===== src/sv/bls_pkg.sv =====
`default_nettype none

package bls_pkg;

    // Fixed field widths.
    localparam int NODE_W = 10;
    localparam int STEP_W = 20;
    localparam int CNT_W  = 11;
    localparam int LB_W   = 5;
    localparam int CFG_W  = 20;

    // Input commands. The fourth code carries no meaning and is dropped.
    typedef enum logic [1:0] {
        CMD_LOAD  = 2'd0,
        CMD_BUILD = 2'd1,
        CMD_QUERY = 2'd2
    } t_command;

    // Configuration register indexes.
    localparam logic CFG_NODE_COUNT = 1'b0;
    localparam logic CFG_MAX_STEPS  = 1'b1;

    // Result kinds.
    localparam logic KIND_BUILD = 1'b0;
    localparam logic KIND_QUERY = 1'b1;

    // Result status codes.
    localparam logic [1:0] ST_OK    = 2'd0;
    localparam logic [1:0] ST_STEPS = 2'd1;
    localparam logic [1:0] ST_RANGE = 2'd2;

    // Controller states, one-hot.
    typedef enum logic [7:0] {
        S_IDLE   = 8'b0000_0001,
        S_DECODE = 8'b0000_0010,
        S_B_RD0  = 8'b0000_0100,
        S_B_RD1  = 8'b0000_1000,
        S_B_WR   = 8'b0001_0000,
        S_Q_STEP = 8'b0010_0000,
        S_Q_WAIT = 8'b0100_0000,
        S_DONE   = 8'b1000_0000
    } t_state;

    // Commands from the controller to the datapath.
    typedef struct packed {
        logic capture;
        logic load_wr;
        logic build_init;
        logic query_init;
        logic rd_entry;
        logic rd_mid;
        logic wr_jump;
        logic rd_walk;
        logic walk_take;
        logic step_next;
        logic out_load;
    } t_cmd;

    // Status from the datapath to the controller.
    typedef struct packed {
        logic [1:0] command;
        logic       build_empty;
        logic       build_last;
        logic       q_err;
        logic       q_end;
        logic       q_bit;
        logic       out_free;
    } t_stat;

endpackage

`default_nettype wire


===== src/sv/bls_ctrl.sv =====
`default_nettype none

module bls_ctrl (
    input  wire                 i_clk,
    input  wire                 i_rst_n,
    input  wire                 i_in_valid,
    output logic                o_in_stall,
    input  bls_pkg::t_stat      i_stat,
    output bls_pkg::t_cmd       o_cmd
);

    bls_pkg::t_state r_state;
    bls_pkg::t_state n_state;

    // The input side is open only while idle.
    assign o_in_stall = (r_state != bls_pkg::S_IDLE);

    // Next state and command decode.
    always_comb begin
        n_state = r_state;
        o_cmd   = '0;
        unique case (r_state)
            bls_pkg::S_IDLE: begin
                if (i_in_valid) begin
                    o_cmd.capture = 1'b1;
                    n_state       = bls_pkg::S_DECODE;
                end
            end
            bls_pkg::S_DECODE: begin
                unique case (i_stat.command)
                    bls_pkg::CMD_LOAD: begin
                        o_cmd.load_wr = 1'b1;
                        n_state       = bls_pkg::S_IDLE;
                    end
                    bls_pkg::CMD_BUILD: begin
                        o_cmd.build_init = 1'b1;
                        n_state = i_stat.build_empty ? bls_pkg::S_DONE : bls_pkg::S_B_RD0;
                    end
                    bls_pkg::CMD_QUERY: begin
                        o_cmd.query_init = 1'b1;
                        n_state = i_stat.q_err ? bls_pkg::S_DONE : bls_pkg::S_Q_STEP;
                    end
                    default: begin
                        n_state = bls_pkg::S_IDLE;
                    end
                endcase
            end
            bls_pkg::S_B_RD0: begin
                o_cmd.rd_entry = 1'b1;
                n_state        = bls_pkg::S_B_RD1;
            end
            bls_pkg::S_B_RD1: begin
                o_cmd.rd_mid = 1'b1;
                n_state      = bls_pkg::S_B_WR;
            end
            bls_pkg::S_B_WR: begin
                o_cmd.wr_jump = 1'b1;
                n_state = i_stat.build_last ? bls_pkg::S_DONE : bls_pkg::S_B_RD0;
            end
            bls_pkg::S_Q_STEP: begin
                priority if (i_stat.q_end) begin
                    n_state = bls_pkg::S_DONE;
                end else if (i_stat.q_bit) begin
                    o_cmd.rd_walk = 1'b1;
                    n_state       = bls_pkg::S_Q_WAIT;
                end else begin
                    o_cmd.step_next = 1'b1;
                end
            end
            bls_pkg::S_Q_WAIT: begin
                o_cmd.walk_take = 1'b1;
                n_state         = bls_pkg::S_Q_STEP;
            end
            bls_pkg::S_DONE: begin
                if (i_stat.out_free) begin
                    o_cmd.out_load = 1'b1;
                    n_state        = bls_pkg::S_IDLE;
                end
            end
            default: begin
                n_state = bls_pkg::S_IDLE;
            end
        endcase
    end

    // State register.
    always_ff @(posedge i_clk) begin
        if (!i_rst_n) begin
            r_state <= bls_pkg::S_IDLE;
        end else begin
            r_state <= n_state;
        end
    end

endmodule

`default_nettype wire


===== config.mk =====
export PLATFORM = sky130hd
export DESIGN_NAME = bls_ctrl
export DESIGN_NICKNAME = d
export VERILOG_FILES = /design/src/sv/bls_pkg.sv /design/src/sv/bls_ctrl.sv
export SDC_FILE = /design/constraint.sdc
export NUM_CORES = 1
export LEC_CHECK = 0
export BUFFER_PORTS_ARGS = -buffer_cell sky130_fd_sc_hd__buf_2
export CORE_MARGIN = 3
export CORE_UTILIZATION = 43
export CTS_CLUSTER_SIZE = 24
export DETAILED_ROUTE_END_ITERATION = 10
export GPL_ROUTABILITY_DRIVEN = 0
export PLACE_DENSITY = 0.73
export SLEW_MARGIN = 10
export SYNTH_ARGS = -nofsm -noshare
export SYNTH_HDL_FRONTEND = slang
export SYNTH_SLANG_ARGS = --single-unit

===== constraint.sdc =====
create_clock -name i_clk -period 1.45 [get_ports i_clk]
set_input_delay 0.2175 -clock i_clk [delete_from_list [all_inputs] [get_ports i_clk]]
set_output_delay 0.2175 -clock i_clk [all_outputs]
set_load 0.01 [all_outputs]

Word level (Yosys, flattened, before mapping):

Index checks and enable logic that the tools add are counted.

* register bits after elaboration: 8
* output and inout bits: 12
* input bits: 11
* word-level logic and storage cells: 44

* reduce and logical (&&, ||, !) cells: 2
* equality and inequality tests: 14
* mux-type cells: 27

Operators by type and width (number)
* $pmux W8 S8: 1
* $mux W8: 7
* $mux W1: 17
* $pmux W8 S2: 1
* $eq A8 B1 Y1 const B: 1
* $eq A8 B2 Y1 const B: 1
* $eq A8 B3 Y1 const B: 1
* $eq A8 B4 Y1 const B: 1
* $eq A8 B5 Y1 const B: 1
* $eq A8 B6 Y1 const B: 1
* $eq A8 B7 Y1 const B: 1
* $eq A8 B8 Y1 const B: 1
* $ne A8 B1 Y1 const B: 1
* $ne A2 B2 Y1 const B: 2
* $mux W3: 1
* $ne A3 B3 Y1 const B: 1
* $reduce_and A3 Y1: 1
* $eq A2 B1 Y1 const B: 1
* $eq A2 B2 Y1 const B: 1
* $logic_not A2 Y1: 1

Depth between registers and ports, before layout:

* depth after elaboration: 3
* depth in mapped cells: 5
* mapped depth without buffers: 5

Worst setup path after synthesis:

OpenSTA, ideal clock, no wires.

* path type: register -> output
* start: register r_state[6]
* end: output o_cmd[6] in the netlist's numbering
* buffers on the path: 0
* path slack: 75 ps
* stages on the path, launching flop included: 4
* arrival: 1158 ps
* data required time: 1233 ps
* cell sequence: dfxtp_1 > nor4_4 > nand2_2 > nor3b_1

RTL lines
* from (decl): line bls_ctrl.sv:12 `bls_pkg::t_state r_state;`
* from (signal assigned): line bls_ctrl.sv:89 `r_state <= bls_pkg::S_IDLE;`
* from (signal assigned): line bls_ctrl.sv:91 `r_state <= n_state;`
* to (decl): line bls_ctrl.sv:9 `output bls_pkg::t_cmd o_cmd`

==> impl_metrics.json <==
{
  "rsz0062_at_grt": "true",
  "violations": "setup timing",
  "portBuffers": 22,
  "startpoint": "r_state[0]",
  "synth_nets": 88,
  "nets": 134,
  "grt_overflow": 0,
  "synth_top_area_share_pct": 24.3,
  "yosys_most_used_dff": "dfxtp_1",
  "finalWirelength_um": 2380,
  "hold_path.class": "primary input to register",
  "regToRegSetupSlack_ns": -0.09,
  "initial_core_util_pct": 48.2,
  "async_flop_share_pct": 0,
  "grt_max_degree": 13,
  "synth.most_common_cell": "dfxtp_1",
  "die_h_um": 45.1,
  "hpwl_um": 1340,
  "use_met2_pct": 33.9,
  "io-pin-count": 23,
  "numCtsBuffers": 3,
  "synth_area_leaders": "dfxtp_1, nor4_4, ha_1",
  "end_kind": "primary output",
  "worstSetupPathType": "register to primary output",
  "hold_viol_final": 0,
  "report.final.setup_viol": 17,
  "final-max-slew-violation-count": 0,
  "rows": 13,
  "required_ns": 1.23,
  "cts_tree": "yes",
  "p_leak_nw": 0.527,
  "synth_seq_cells": 8,
  "die_w_um": 45.1,
  "avgViaCountPerCell": 5.98,
  "reg.largest.list": "r_state (8)",
  "antenna_cells": 0,
  "use_met1_pct": 24.9,
  "yosys.area.top_type": "dfxtp_1",
  "status": "complete, but fails checks",
  "synth-seq-area-share_pct": 24.3,
  "postRouteAntennaNets": 0,
  "reg2reg_to": "r_state[4]",
  "rr_startpoint": "r_state[0]",
  "arrival_ns": 1.53,
  "use_met3_pct": 8.37,
  "syn_area_per_cell_um2": 8.89,
  "yosys_warnings": 0,
  "vias": 796,
  "clk_pin_slew_ns": 0.06,
  "power_density_nw_per_um2": 536,
  "fin_util_pct": 80.5,
  "vdd_drop_max_v": 0.000565,
  "setup_ws_ns": -0.295,
  "reg2reg_depth": 5,
  "placed_area_um2": 823,
  "worstSkewPairLatency_ns": 0.26,
  "finalCritPeriodShare_pct": 120,
  "synth_cells": 74,
  "synth_top_cells_by_count": "dfxtp_1, inv_1, nor2_1",
  "synthToLayoutAreaGrowth_pct": 67.1,
  "period_minus_slack_ns": 1.74,
  "largest_register": "r_state",
  "finalInstanceArea_um2": 1100,
  "route.detailed.drc": 0,
  "cts_sinks": 8,
  "fin_setup_tns_ns": -2.84,
  "grt_pass1_wl_um": 3010,
  "start_kind": "register",
  "antenna_found_initial": 0,
  "clock_path_buffers": 2,
  "slew_headroom_pct": 76.1,
  "cts_root_buf": "clkbuf_4",
  "power_mw": 0.589,
  "grt_pass1_vias": 672,
  "max-cap-violations": 0,
  "path_max_fanout": 5,
  "ctsHtreeMaxLevel": 1,
  "yosysUniqueCellTypes": 34,
  "dieArea_um2": 2040,
  "worst_pin_slew_ns": 0.358,
  "drt-pass1-iter-count": 4,
  "fmax_mhz": 573,
  "core_um2": 1370,
  "layout-drive-gt1-share_pct": 65.3,
  "synth_edf_count": 0,
  "syn_area_um2": 658,
  "endpoint": "o_cmd[5]",
  "largest_register_ffs": 8,
  "worst_clock_skew_ns": 0.0138,
  "grt.total_usage_pct": 20.8,
  "dr.first_iter.drc_count": 30,
  "top_usage_layer": "met2",
  "wl_per_cell_um": 17.9,
  "pre_cts_ws_ns": -0.0356
}
through the flow:
step | std cells | hold WS [ns]
2_1_floorplan | 74 | 0.330
3_3_place_gp | 116 | 0.469
3_5_place_dp | 116 | 0.466
4_1_cts | 125 | 0.192
5_1_grt | 133 | 0.205
6_report | 133 | 0.200
worst min path at each step:
| stage | depth (start not counted) | endpoint | slack, ns | from |
|---|---|---|---|---|
| after floorplan | 1 | r_state[0] | 0.33 | i_rst_n |
| after global placement | 2 | r_state[6] | 0.47 | i_stat[1] |
| after detailed placement | 2 | r_state[6] | 0.47 | i_stat[1] |
| after CTS | 2 | r_state[6] | 0.19 | i_stat[1] |
| after global routing | 2 | r_state[6] | 0.20 | i_stat[1] |
| final | 2 | r_state[6] | 0.20 | i_stat[1] |
critical path, stage by stage, from the launching register on:
cell     delay, ns
dfxtp_4       0.37
nor4_4        0.26
buf_4         0.18
nand2_2       0.09
nor3b_2       0.20
buf_2         0.16
layout by cell type (no fill, tap or decap), types with 5 or more instances in the layout:
master,instances
buf_2,18
buf_4,18
inv_1,6
buf_6,6
dfxtp_4,5
timing repair:
action,4_1_cts,5_1_grt
gates cloned,0,1
pin swaps,10,18
hold buffers,0,0
buffers inserted,6,7
setup endpoints to repair,14,19
gates resized for setup,12,27
kinds of logic after synthesis:
kind of cell / Yosys count / share of synthesized area (%)
AO/OA/AOI/OAI: 10 / 11.8
XOR/XNOR: 3 / 3.99
adder cells (fa/ha/maj): 3 / 5.70
buffers and inverters: 8 / 5.89
flip-flops: 8 / 24.3
AND/OR/NAND/NOR: 42 / 48.3
power by group:
part / internal [mW] / leakage (nW) / switching (mW)
Combinational: 0.0900 / 0.444 / 0.0866
Sequential: 0.220 / 0.0691 / 0.0143
Clock: 0.0952 / 0.0138 / 0.0831
Total: 0.405 / 0.527 / 0.184
layout make-up:
type	count	area (µm²)
tap	15	18.8
timing repair buffer	43	304
fill	79	267
multi-input combinational	58	551
sequential	8	181
inverter	6	22.5
clock buffer	3	22.5
routing by layer:
metal | wire length, µm | vias to the layer above
met2 | 1220 | 35
met3 | 154 | 12
li1 | - | 369
met1 | 920 | 380
met4 | 79 | 0
met5 | 0 | -
(Power assumes the default switching activity.)
